$ cat src/hw/rtl/bsp_pkg.sv
// shared types and constants of the battery storage plant step block
// no dependencies; imported by every module of the block
package bsp_pkg;

	localparam int COEF_BITS = 30;
	localparam int GAIN_BITS = 24;

	localparam logic [2:0] REG_POWER_MAX      = 3'd0;
	localparam logic [2:0] REG_POWER_MIN      = 3'd1;
	localparam logic [2:0] REG_LAG_STATE_COEF = 3'd2;
	localparam logic [2:0] REG_LAG_INPUT_COEF = 3'd3;
	localparam logic [2:0] REG_CHARGE_FLOOR   = 3'd4;
	localparam logic [2:0] REG_CHARGE_CEILING = 3'd5;
	localparam logic [2:0] REG_DISCHARGE_GAIN = 3'd6;
	localparam logic [2:0] REG_RECHARGE_GAIN  = 3'd7;

	typedef struct packed {
		logic signed [31:0] power_max;
		logic signed [31:0] power_min;
		logic signed [31:0] lag_state_coef;
		logic signed [31:0] lag_input_coef;
		logic [22:0]        charge_floor;
		logic [22:0]        charge_ceiling;
		logic [31:0]        discharge_gain;
		logic [31:0]        recharge_gain;
	} cfg_t;

	typedef struct packed {
		logic [22:0]        charge_now;
		logic signed [31:0] power_now;
		logic signed [31:0] power_request;
		logic signed [31:0] load_power;
		logic signed [31:0] source_limit;
		logic               grid_up;
	} step_in_t;

	// lagged power with the fields still needed downstream
	typedef struct packed {
		logic [22:0]        charge;
		logic signed [31:0] power;
		logic signed [31:0] load;
		logic signed [31:0] limit;
		logic               grid;
	} lag_out_t;

	typedef struct packed {
		logic [22:0]        charge;
		logic signed [31:0] power;
		logic signed [31:0] source;
		logic [30:0]        unserved;
	} grid_out_t;

	typedef struct packed {
		logic signed [31:0] power_next;
		logic signed [31:0] source_power;
		logic [30:0]        unserved_power;
		logic [22:0]        charge_next;
	} step_out_t;

endpackage

$ cat src/hw/rtl/bsp_charge.sv
// state of charge update: gain select, multiply, round, add, clamp
// depends on bsp_pkg; five pipeline stages, the last one is the output register
module bsp_charge import bsp_pkg::*; #(
	parameter int FRAC_BITS = 16
) (
	input  logic      clk,
	input  logic      arst_n,
	input  cfg_t      cfg,
	input  logic      in_valid,
	output logic      in_ready,
	input  grid_out_t in_data,
	output logic      out_valid,
	input  logic      out_ready,
	output step_out_t out_data
);

	localparam longint FULL_RAW = longint'(100) << FRAC_BITS;
	localparam logic [22:0] FULL_CHARGE = (FULL_RAW > longint'(23'h7FFFFF)) ? 23'h7FFFFF
	                                                                       : 23'(FULL_RAW);
	localparam logic [64:0] GAIN_HALF = 65'd1 << (GAIN_BITS - 1);

	logic v_s1, v_s2, v_s3, v_s4, v_s5;
	logic adv_s1, adv_s2, adv_s3, adv_s4, adv_s5;

	assign adv_s5 = !v_s5 || out_ready;
	assign adv_s4 = !v_s4 || adv_s5;
	assign adv_s3 = !v_s3 || adv_s4;
	assign adv_s2 = !v_s2 || adv_s3;
	assign adv_s1 = !v_s1 || adv_s2;
	assign in_ready = adv_s1;

	grid_out_t   item_s1, item_s2, item_s3, item_s4;
	logic        neg_s1, neg_s2, neg_s3;
	logic [31:0] mag_s1, gain_s1;
	logic [63:0] prod_s2;
	logic [40:0] delta_s3;
	logic signed [42:0] next_s4;

	logic        neg_in;
	logic [31:0] mag_in;
	assign neg_in = in_data.power[31];
	assign mag_in = neg_in ? (~in_data.power + 32'd1) : in_data.power;

	logic [64:0] delta_sum;
	assign delta_sum = 65'(prod_s2) + GAIN_HALF;

	logic [42:0] charge_ext, delta_ext;
	assign charge_ext = {20'd0, item_s3.charge};
	assign delta_ext  = {2'd0, delta_s3};

	// ceiling first, floor wins, then the full mark and zero
	logic signed [42:0] n_hi, n_lo, n_full;
	logic [22:0]        n_out;
	always_comb begin
		n_hi   = (next_s4 > $signed({20'd0, cfg.charge_ceiling})) ?
		         $signed({20'd0, cfg.charge_ceiling}) : next_s4;
		n_lo   = (n_hi < $signed({20'd0, cfg.charge_floor})) ?
		         $signed({20'd0, cfg.charge_floor}) : n_hi;
		n_full = (n_lo > $signed({20'd0, FULL_CHARGE})) ? $signed({20'd0, FULL_CHARGE}) : n_lo;
		n_out  = n_full[42] ? '0 : n_full[22:0];
	end

	always_ff @(posedge clk or negedge arst_n) begin
		if (!arst_n) begin
			v_s1 <= 1'b0;
			v_s2 <= 1'b0;
			v_s3 <= 1'b0;
			v_s4 <= 1'b0;
			v_s5 <= 1'b0;
		end else begin
			if (adv_s1) v_s1 <= in_valid;
			if (adv_s2) v_s2 <= v_s1;
			if (adv_s3) v_s3 <= v_s2;
			if (adv_s4) v_s4 <= v_s3;
			if (adv_s5) v_s5 <= v_s4;
		end
	end

	always_ff @(posedge clk) begin
		if (adv_s1) begin
			item_s1 <= in_data;
			neg_s1  <= neg_in;
			mag_s1  <= mag_in;
			gain_s1 <= neg_in ? cfg.recharge_gain : cfg.discharge_gain;
		end
		if (adv_s2) begin
			item_s2 <= item_s1;
			neg_s2  <= neg_s1;
			prod_s2 <= mag_s1 * gain_s1;
		end
		if (adv_s3) begin
			item_s3  <= item_s2;
			neg_s3   <= neg_s2;
			delta_s3 <= delta_sum[64:GAIN_BITS];
		end
		if (adv_s4) begin
			item_s4 <= item_s3;
			next_s4 <= neg_s3 ? $signed(charge_ext + delta_ext) : $signed(charge_ext - delta_ext);
		end
		if (adv_s5) begin
			out_data.power_next     <= item_s4.power;
			out_data.source_power   <= item_s4.source;
			out_data.unserved_power <= item_s4.unserved;
			out_data.charge_next    <= n_out;
		end
	end

	assign out_valid = v_s5;

endmodule

$ cat config.mk
export PLATFORM = sky130hd
export DESIGN_NAME = bsp_charge
export DESIGN_NICKNAME = d
export VERILOG_FILES = /design/src/hw/rtl/bsp_pkg.sv /design/src/hw/rtl/bsp_charge.sv
export SDC_FILE = /design/constraint.sdc
export NUM_CORES = 2
export LEC_CHECK = 0
export ABC_AREA = 1
export BUFFER_PORTS_ARGS = -buffer_cell sky130_fd_sc_hd__buf_2
export CAP_MARGIN = 20
export CORE_UTILIZATION = 50
export CTS_CLUSTER_SIZE = 20
export DETAILED_ROUTE_END_ITERATION = 16
export HOLD_SLACK_MARGIN = 0.08
export PLACE_DENSITY = 0.68
export SLEW_MARGIN = 10
export SYNTH_ARGS = -nofsm -noshare
export SYNTH_HDL_FRONTEND = slang
export SYNTH_SLANG_ARGS = --single-unit
export TNS_END_PERCENT = 50
$ cat constraint.sdc
create_clock -name clk -period 23.4 [get_ports clk]
set_input_delay 1.17 -clock clk [delete_from_list [all_inputs] [get_ports clk]]
set_output_delay 1.17 -clock clk [all_outputs]
set_load 0.05 [all_outputs]
==> results.yml <==
run_status:
  status: "finished, final reports clean"
detailed_routing:
  drt_first_pass_iters: 5
  post_drt_wl_per_cell_um: 18.9
  wl_um: 159000
  drc: 0
  drt_first_iter_violations: 3040
  num_vias: 43416
  postRouteAntennaNets: 0
  vias_per_cell: 5.18
placement:
  placed_cell_area_um2: 67200
  place.port_buffers: 351
  hpwl_um: 117000
  place.gp.congestion: 0.903
grt:
  grt.total_usage_pct: 25.2
  antenna_found_initial: 3
  grt_pass1_wl_um: 251000
  grt-ovfl-total: 0
  grt_pass1_vias: 46287
  grt_max_degree: 147
worst_setup_path:
  slowest_stage: "fa_1"
  rr_startpoint: "mag_s1[20]"
  slowest_delay_ns: 0.57
  path_class: "reg -> reg"
  crit_path_end_kind: "flip-flop"
  worstPathRequired_ns: 23.81
  crit_arrival_ns: 8.61
  reg2reg_to: "prod_s2[55]"
  path_max_fanout: 32
  r2r_slack_ns: 15.20
  cp-start-kind: "flip-flop"
  r2r_cells: 31
synth:
  yosysSeqAreaShare_pct: 35.8
  synth_most_common_cell: "inv_1"
  syn_inst: 6390
  synthTopCellsByArea: "edfxtp_1, fa_1, inv_1"
  ys.flop_type: "edfxtp_1"
  synth_area_um2: 63700
  yosysWarnings: 0
  synth_top_area_share_pct: 35.6
  synth_edf_count: 755
  syn_area_per_cell_um2: 9.97
  synth_common_cells: "inv_1, nand2_1, fa_1"
  ys_ff_latch: 760
  synth_area_leader_cell: "edfxtp_1"
  synth_cell_type_count: 57
  syn-num-nets: 8001
  synthArstFlopShare_pct: 0.658
final_layout:
  drive_above_1_share_pct: 8.94
  fin_nets: 8273
  design_area_um2: 70100
  fillers: 10951
  area_delta_synth_final_pct: 9.94
sta:
  relSlewSlack_pct: 31.8
  finalCritPeriodShare_pct: 35.0
  slew_viol_final: 0
  fin_setup_tns_ns: 0
  fin_crit_ns: 8.20
  setup_violations: 0
  grt_setup_unrepaired: "false"
  fmax_mhz: 122
  clock_skew_ns: 0.0271
  hold_viol_final: 0
  worst_pin_slew_ns: 1.02
floorplanning:
  dieArea_um2: 129000
  start_util_pct: 50.6
  die_height_um: 359
  core_area_um2: 126000
  io-pin-count: 480
  rows: 130
  die_w_um: 359
clock_tree:
  cts_sinks: 760
  cts_resized: 0
  cts_max_level: 3
  cts_hold_buf: 0
  cts_setup_buffers: 0
  clkSlewWorstSetupHoldPaths_ns: 0.06
  root_buffer: "clkbuf_16"
  cts-buffers-inserted: 82
  cts_buffer_depth: 3
  clkLatencyLatePin_ns: 0.68
  cts_tree: "done"
job:
  drv_cap: 0
worst_hold_path:
  hp-class: "in -> async"
## worst max path at each step
stage,start,endpoint,slack [ns],cells past startpoint
final,mag_s1[20],prod_s2[55],15.20,31
after global routing,mag_s1[19],prod_s2[55],14.84,31
after CTS,mag_s1[20],prod_s2[55],15.18,31
after detailed placement,mag_s1[20],prod_s2[55],15.23,31
after global placement,mag_s1[20],prod_s2[55],15.34,31
after floorplan,out_ready,in_ready,8.10,8
## critical path, delay by kind of cell (launching register included)
kind / cells / cell delay, ns
compound gates: 2 / 0.70
xor+xnor: 1 / 0.08
fa+ha+maj: 9 / 4.42
buf+inv: 8 / 0.85
flops: 1 / 0.32
simple gates: 11 / 1.49
## registers in the layout, indices dropped and copies added (netlist names)
name,cells
v_s3,1
next_s4,43
mag_s1,31
prod_s2,41
item_s3,95
v_s4,1
delta_s3,41
item_s1,118
v_s2,1
item_s2,118
out_valid,1
v_s1,1
item_s4,95
gain_s1,32
out_data,118
charge_ext,23
## per-layer routing
metal,vias to the layer above,GRT usage [%],routed length (um)
li1,19957,-,-
met1,21494,30.8,61400
met2,1609,44.8,80700
met3,354,4.78,11600
met4,2,8.29,5030
met5,-,0,19
## cell usage in the layout (no fill, tap or decap), drive strengths merged, types with 11 or more instances in the layout
cell type  instances
a21oi            181
a31oi             28
buf              427
bufinv            12
clkbuf            95
clkinv            35
edfxtp           755
fa               897
ha               354
inv             1563
nand2           1503
nand3             90
nand4             59
nor2             292
nor3              45
nor4              13
o21a              18
o21ai            121
o21bai            11
xnor2             33
xor2             118
## layout make-up
| type | count | area (um^2) | area share [%] |
|---|---|---|---|
| inverters | 1558 | 5870 | 8.37 |
| well taps | 1650 | 2060 | 2.95 |
| clock buffers | 95 | 2100 | 3.00 |
| repair buffers | 427 | 2340 | 3.34 |
| flip-flops and latches | 760 | 22800 | 32.5 |
| diodes | 3 | 7.51 | 0.0107 |
| clock inverters | 58 | 737 | 1.05 |
| multi-input cells | 3833 | 34200 | 48.8 |
## metrics by stage
step	setup slack (ns)	hold slack [ns]	instances	util, %
after floorplan	8.10	0.400	6390	-
after global placement	15.34	0.400	8228	53.3
after detailed placement	15.23	0.405	8228	53.3
after CTS	15.18	0.255	8381	55.6
after global routing	14.84	0.270	8382	55.6
final	15.20	0.302	8384	55.6
## logic make-up (layout without fill, tap and decap cells)
kind of cell,after synthesis,in the layout,share of synthesized area [%]
adder cells (fa/ha/maj),1251,1251,35.1
AO/OA/AOI/OAI,405,405,3.56
AND/OR/NAND/NOR,2023,2023,12.8
multiplexers,3,3,0.0471
flip-flops,760,760,35.8
XOR/XNOR,151,151,2.07
other,0,3,0
buffers and inverters,1797,2138,10.6
Power is left out: the tool's default activity adds up to more than one toggle a clock period on the data nets, which glitch-free logic cannot reach.
