$ cat src/hw/rtl/bsp_pkg.sv
// shared types and constants of the battery storage plant step block
// no dependencies; imported by every module of the block
package bsp_pkg;

	localparam int COEF_BITS = 30;
	localparam int GAIN_BITS = 24;

	localparam logic [2:0] REG_POWER_MAX      = 3'd0;
	localparam logic [2:0] REG_POWER_MIN      = 3'd1;
	localparam logic [2:0] REG_LAG_STATE_COEF = 3'd2;
	localparam logic [2:0] REG_LAG_INPUT_COEF = 3'd3;
	localparam logic [2:0] REG_CHARGE_FLOOR   = 3'd4;
	localparam logic [2:0] REG_CHARGE_CEILING = 3'd5;
	localparam logic [2:0] REG_DISCHARGE_GAIN = 3'd6;
	localparam logic [2:0] REG_RECHARGE_GAIN  = 3'd7;

	typedef struct packed {
		logic signed [31:0] power_max;
		logic signed [31:0] power_min;
		logic signed [31:0] lag_state_coef;
		logic signed [31:0] lag_input_coef;
		logic [22:0]        charge_floor;
		logic [22:0]        charge_ceiling;
		logic [31:0]        discharge_gain;
		logic [31:0]        recharge_gain;
	} cfg_t;

	typedef struct packed {
		logic [22:0]        charge_now;
		logic signed [31:0] power_now;
		logic signed [31:0] power_request;
		logic signed [31:0] load_power;
		logic signed [31:0] source_limit;
		logic               grid_up;
	} step_in_t;

	// lagged power with the fields still needed downstream
	typedef struct packed {
		logic [22:0]        charge;
		logic signed [31:0] power;
		logic signed [31:0] load;
		logic signed [31:0] limit;
		logic               grid;
	} lag_out_t;

	typedef struct packed {
		logic [22:0]        charge;
		logic signed [31:0] power;
		logic signed [31:0] source;
		logic [30:0]        unserved;
	} grid_out_t;

	typedef struct packed {
		logic signed [31:0] power_next;
		logic signed [31:0] source_power;
		logic [30:0]        unserved_power;
		logic [22:0]        charge_next;
	} step_out_t;

endpackage

$ cat src/hw/rtl/bsp_grid.sv
// power limits, empty and full gating, grid source and unserved load
// depends on bsp_pkg; three pipeline stages
module bsp_grid import bsp_pkg::*; (
	input  logic      clk,
	input  logic      arst_n,
	input  cfg_t      cfg,
	input  logic      in_valid,
	output logic      in_ready,
	input  lag_out_t  in_data,
	output logic      out_valid,
	input  logic      out_ready,
	output grid_out_t out_data
);

	logic v_s1, v_s2, v_s3;
	logic adv_s1, adv_s2, adv_s3;

	assign adv_s3 = !v_s3 || out_ready;
	assign adv_s2 = !v_s2 || adv_s3;
	assign adv_s1 = !v_s1 || adv_s2;
	assign in_ready = adv_s1;

	// stage 1: clamp again, then gate on empty or full battery
	logic signed [31:0] p_hi, p_lim, p_gate;
	always_comb begin
		p_hi   = (in_data.power > cfg.power_max) ? cfg.power_max : in_data.power;
		p_lim  = (p_hi < cfg.power_min) ? cfg.power_min : p_hi;
		p_gate = p_lim;
		if (in_data.charge <= cfg.charge_floor && p_lim > 32'sd0) p_gate = '0;
		if (in_data.charge >= cfg.charge_ceiling && p_lim < 32'sd0) p_gate = '0;
	end

	lag_out_t item_s1, item_s2;

	// stage 2: grid source, clamped to limit then floored at zero
	logic signed [32:0] src_diff, src_hi;
	logic signed [31:0] src_val;
	always_comb begin
		src_diff = item_s1.grid ? (33'(item_s1.load) - 33'(item_s1.power)) : '0;
		src_hi   = (src_diff > 33'(item_s1.limit)) ? 33'(item_s1.limit) : src_diff;
		src_val  = src_hi[32] ? '0 : src_hi[31:0];
	end

	logic signed [31:0] src_s2;

	// stage 3: unserved load, floored and capped
	logic signed [33:0] uns_diff;
	logic [30:0]        uns_val;
	always_comb begin
		uns_diff = 34'(item_s2.load) - 34'(src_s2) - 34'(item_s2.power);
		if (uns_diff[33]) begin
			uns_val = '0;
		end else if (uns_diff[32:31] != 2'b00) begin
			uns_val = '1;
		end else begin
			uns_val = uns_diff[30:0];
		end
	end

	always_ff @(posedge clk or negedge arst_n) begin
		if (!arst_n) begin
			v_s1 <= 1'b0;
			v_s2 <= 1'b0;
			v_s3 <= 1'b0;
		end else begin
			if (adv_s1) v_s1 <= in_valid;
			if (adv_s2) v_s2 <= v_s1;
			if (adv_s3) v_s3 <= v_s2;
		end
	end

	always_ff @(posedge clk) begin
		if (adv_s1) begin
			item_s1.charge <= in_data.charge;
			item_s1.power  <= p_gate;
			item_s1.load   <= in_data.load;
			item_s1.limit  <= in_data.limit;
			item_s1.grid   <= in_data.grid;
		end
		if (adv_s2) begin
			item_s2 <= item_s1;
			src_s2  <= src_val;
		end
		if (adv_s3) begin
			out_data.charge   <= item_s2.charge;
			out_data.power    <= item_s2.power;
			out_data.source   <= src_s2;
			out_data.unserved <= uns_val;
		end
	end

	assign out_valid = v_s3;

endmodule

$ cat config.mk
export PLATFORM = sky130hd
export DESIGN_NAME = bsp_grid
export DESIGN_NICKNAME = d
export VERILOG_FILES = /design/src/hw/rtl/bsp_pkg.sv /design/src/hw/rtl/bsp_grid.sv
export SDC_FILE = /design/constraint.sdc
export NUM_CORES = 1
export LEC_CHECK = 0
export ABC_AREA = 1
export ABC_CLOCK_PERIOD_IN_PS = 9200
export BUFFER_PORTS_ARGS = -buffer_cell sky130_fd_sc_hd__buf_4
export CAP_MARGIN = 25
export CORE_UTILIZATION = 50
export CTS_CLUSTER_SIZE = 14
export DETAILED_ROUTE_END_ITERATION = 12
export GPL_TIMING_DRIVEN = 0
export PLACE_DENSITY = 0.78
export SKIP_LAST_GASP = 1
export SLEW_MARGIN = 20
export SYNTH_ARGS = -nofsm -noshare
export SYNTH_HDL_FRONTEND = slang
export SYNTH_SLANG_ARGS = --single-unit
export TNS_END_PERCENT = 30
$ cat constraint.sdc
create_clock -name clk -period 9.2 [get_ports clk]
set_input_delay 1.84 -clock clk [delete_from_list [all_inputs] [get_ports clk]]
set_output_delay 1.84 -clock clk [all_outputs]
set_load 0.01 [all_outputs]
==> impl_metrics.env <==
export IMPL_status="complete, no violations"
export IMPL_grt_pass1_vias=15300
export IMPL_root_buffer="clkbuf_16"
export IMPL_drive_gt1_share_pct=20.0
export IMPL_hold_depth=0
export IMPL_yosysSeqAreaShare_pct=52.7
export IMPL_hold_class="reg2reg"
export IMPL_via_count=15400
export IMPL_netlist_area_um2=20500
export IMPL_clk_latency_ns=0.56
export IMPL_die_h_um=204
export IMPL_cts_tree="done"
export IMPL_setup_viol=0
export IMPL_synth_edf_count=357
export IMPL_final_core_util_pct=63.0
export IMPL_cts_hold_fix_buffers=0
export IMPL_p_total_w=0.00853
export IMPL_hold_violations=0
export IMPL_timing_rr_start="item_s1[35]"
export IMPL_cts_setup_buffers=0
export IMPL_synth_seq_cells=360
export IMPL_fin_skew_ns=0.0133
export IMPL_start_util_pct=51.1
export IMPL_hp_start="item_s2[102]"
export IMPL_max_vdd_ir_drop_mv=0.166
export IMPL_antenna_left=0
export IMPL_maxCapViolations=0
export IMPL_maxSlewHeadroom_pct=33.0
export IMPL_final_max_slew_viol_count=0
export IMPL_post_route_period_util_pct=77.1
export IMPL_drtIter0Drc=1026
export IMPL_die_area_um2=41800
export IMPL_r2r_end="src_s2[17]"
export IMPL_syn_avg_cell_area_um2=10.3
export IMPL_coreArea_um2=40100
export IMPL_rsz0062_at_grt="false"
export IMPL_synthCells=1993
export IMPL_cp_slowest_stage_delay_ns=0.46
export IMPL_pin_count=482
export IMPL_htree_levels=2
export IMPL_ff2ff_path_depth=37
export IMPL_fillerInstances=3154
export IMPL_placed_area_um2=23900
export IMPL_critPathRequiredTime_ns=9.52
export IMPL_wl_per_cell_um=18.3
export IMPL_port_buffers=353
export IMPL_dpl_hpwl_um=43800
export IMPL_tns_ns=0
export IMPL_path_max_fanout=10
export IMPL_synthArstFlopShare_pct=0.833
export IMPL_grt_max_degree=63
export IMPL_drcViolationCount=0
export IMPL_grt_pass1_wl_um=82100
export IMPL_holdPathEnd="out_data[100]"
export IMPL_max_freq_mhz=141
export IMPL_clockBufferDepth=3
export IMPL_place_congestion=0.926
export IMPL_numCtsBuffers=40
export IMPL_wl_um=53900
export IMPL_yosysWarnings=0
export IMPL_cp_slowest_cell="a211oi_1"
export IMPL_clk_pin_slew_ns=0.06
export IMPL_die_w_um=204
export IMPL_cp_top_family="simple AND/OR/NAND/NOR gates"
export IMPL_end_kind="flip-flop"
export IMPL_design_area_um2=25300
export IMPL_critPathArrivalTime_ns=7.41
export IMPL_period_minus_slack_ns=7.09
export IMPL_p_leak_nw=11.9
export IMPL_worstSetupStartpointType="flip-flop"
export IMPL_grt_usage_pct=25.9
export IMPL_grt_overflow=0
export IMPL_antenna_found_initial=1
export IMPL_ys_flop_type="edfxtp_1"
export IMPL_drt_pass1_iter_count=5
export IMPL_rrSetupSlack_ns=2.11
export IMPL_crit_path_frequent_cell="nand2_1"
export IMPL_cts_resized_gates=0
export IMPL_row_count=73
export IMPL_vias_per_cell=5.22
export IMPL_ys_types=50
export IMPL_syn_nets=2597
export IMPL_path_buf_inv=6
export IMPL_cts_sinks=360
export IMPL_syn2layout_area_growth_pct=23.3
export IMPL_worst_pin_slew_ns=0.980
export IMPL_worstSetupPathType="reg2reg"
export IMPL_num_nets_final=2997
export IMPL_p_per_area_nw_per_um2=338
[metal layers]
layer,part of all wire [%],wire (um),vias to the layer above,GRT usage [%]
li1,-,-,7571,-
met1,43,23200,7207,34.5
met2,48,25600,550,43.1
met3,7.0,3780,74,5.10
met4,2.3,1220,0,7.25
met5,0,0,-,0
[metrics by stage]
step | worst slack (ns) | instances | hold slack, ns
floorplan | 0.00838 | 1993 | 0.400
global placement | -3.00 | 2871 | 0.405
detailed placement | 2.11 | 2876 | 0.405
CTS | 2.08 | 2950 | 0.412
global route | 1.34 | 2950 | 0.420
finish | 2.11 | 2951 | 0.413
[placed cells by master (no fill, tap or decap), types with 3 or more instances in the layout]
cell type    n
nand2_4      6
clkinv_2    11
o211ai_1    10
a21boi_1     3
nor3_1       8
nor2_1      99
o21ai_0    124
a31oi_1      6
xor2_1      23
clkbuf_16   41
nand3_1     42
clkinv_1     7
clkbuf_1    23
nand4_1     33
o21a_1      10
nand3_2      3
inv_1      393
nor4_1       4
edfxtp_1   357
o21ai_1      9
ha_1       209
nand2_1    335
fa_1        33
buf_2        3
bufinv_16    5
dfrtp_1      3
inv_6        3
a21oi_1    148
buf_16       3
xnor2_1     10
nor2_2      30
buf_4      354
buf_6        6
a21o_1       4
nand3b_1     6
a211oi_1    28
nand2_2      5
clkbuf_2     3
[cells by family after synthesis]
kind of cell | after synthesis | synth area share (%)
and+or+nand+nor | 575 | 12.2
buffers and inverters | 427 | 8.10
DFF | 360 | 52.7
AOI/OAI and AO/OA | 356 | 9.66
adders and majority gates | 242 | 16.0
xor gates and xnor gates | 33 | 1.41
[worst max path at each step]
| stage | endpoint | slack, ns | cells past startpoint | startpoint |
|---|---|---|---|---|
| detailed placement | item_s1[80] | 2.11 | 35 | cfg[221] |
| finish | src_s2[17] | 2.11 | 37 | item_s1[35] |
| global placement | in_ready | -3.00 | 6 | out_ready |
| floorplan | in_ready | 0.008 | 4 | out_ready |
| global route | src_s2[17] | 1.34 | 37 | item_s1[37] |
| CTS | src_s2[29] | 2.08 | 38 | item_s1[35] |
[synthesized netlist by cell type (17+ instances only)]
cell	n	share of area (%)
inv_1	394	7.2
edfxtp_1	357	52
nand2_1	337	6.2
ha_1	209	13
a21oi_1	148	3.6
o21ai_0	124	3.0
nor2_1	99	1.8
nand3_1	42	1.0
fa_1	33	3.2
nand4_1	33	1.0
nor2_2	30	0.92
a211oi_1	28	1.0
xor2_1	23	0.98
clkbuf_1	17	0.31
[registers in the layout, summed over array words and instances (netlist names)]
name and count:
v_s1 1, src_s2 32, out_data 118, out_valid 1, item_s1 120, v_s2 1
item_s2 87
[layout make-up]
type / instances / area (um^2) / share of cell area, %
clock inverter: 27 / 270 / 1.07
buffer: 31 / 173 / 0.683
multi-input combinational: 1206 / 8050 / 31.9
sequential: 360 / 10800 / 42.7
inverter: 396 / 1490 / 5.90
antenna: 1 / 2.50 / 0.00991
tap: 525 / 657 / 2.60
clock buffer: 47 / 1050 / 4.15
timing repair buffer: 358 / 2770 / 11.0
[power by group]
group          internal (W)  switching, W  total [W]  leakage, nW
Clock              0.000959      0.000642    0.00160        0.653
Combinational       0.00158       0.00261    0.00419         7.55
Sequential          0.00248      0.000257    0.00274         3.71
Total               0.00502       0.00351    0.00853         11.9
Note: power is estimated with default switching activity, not from simulation.
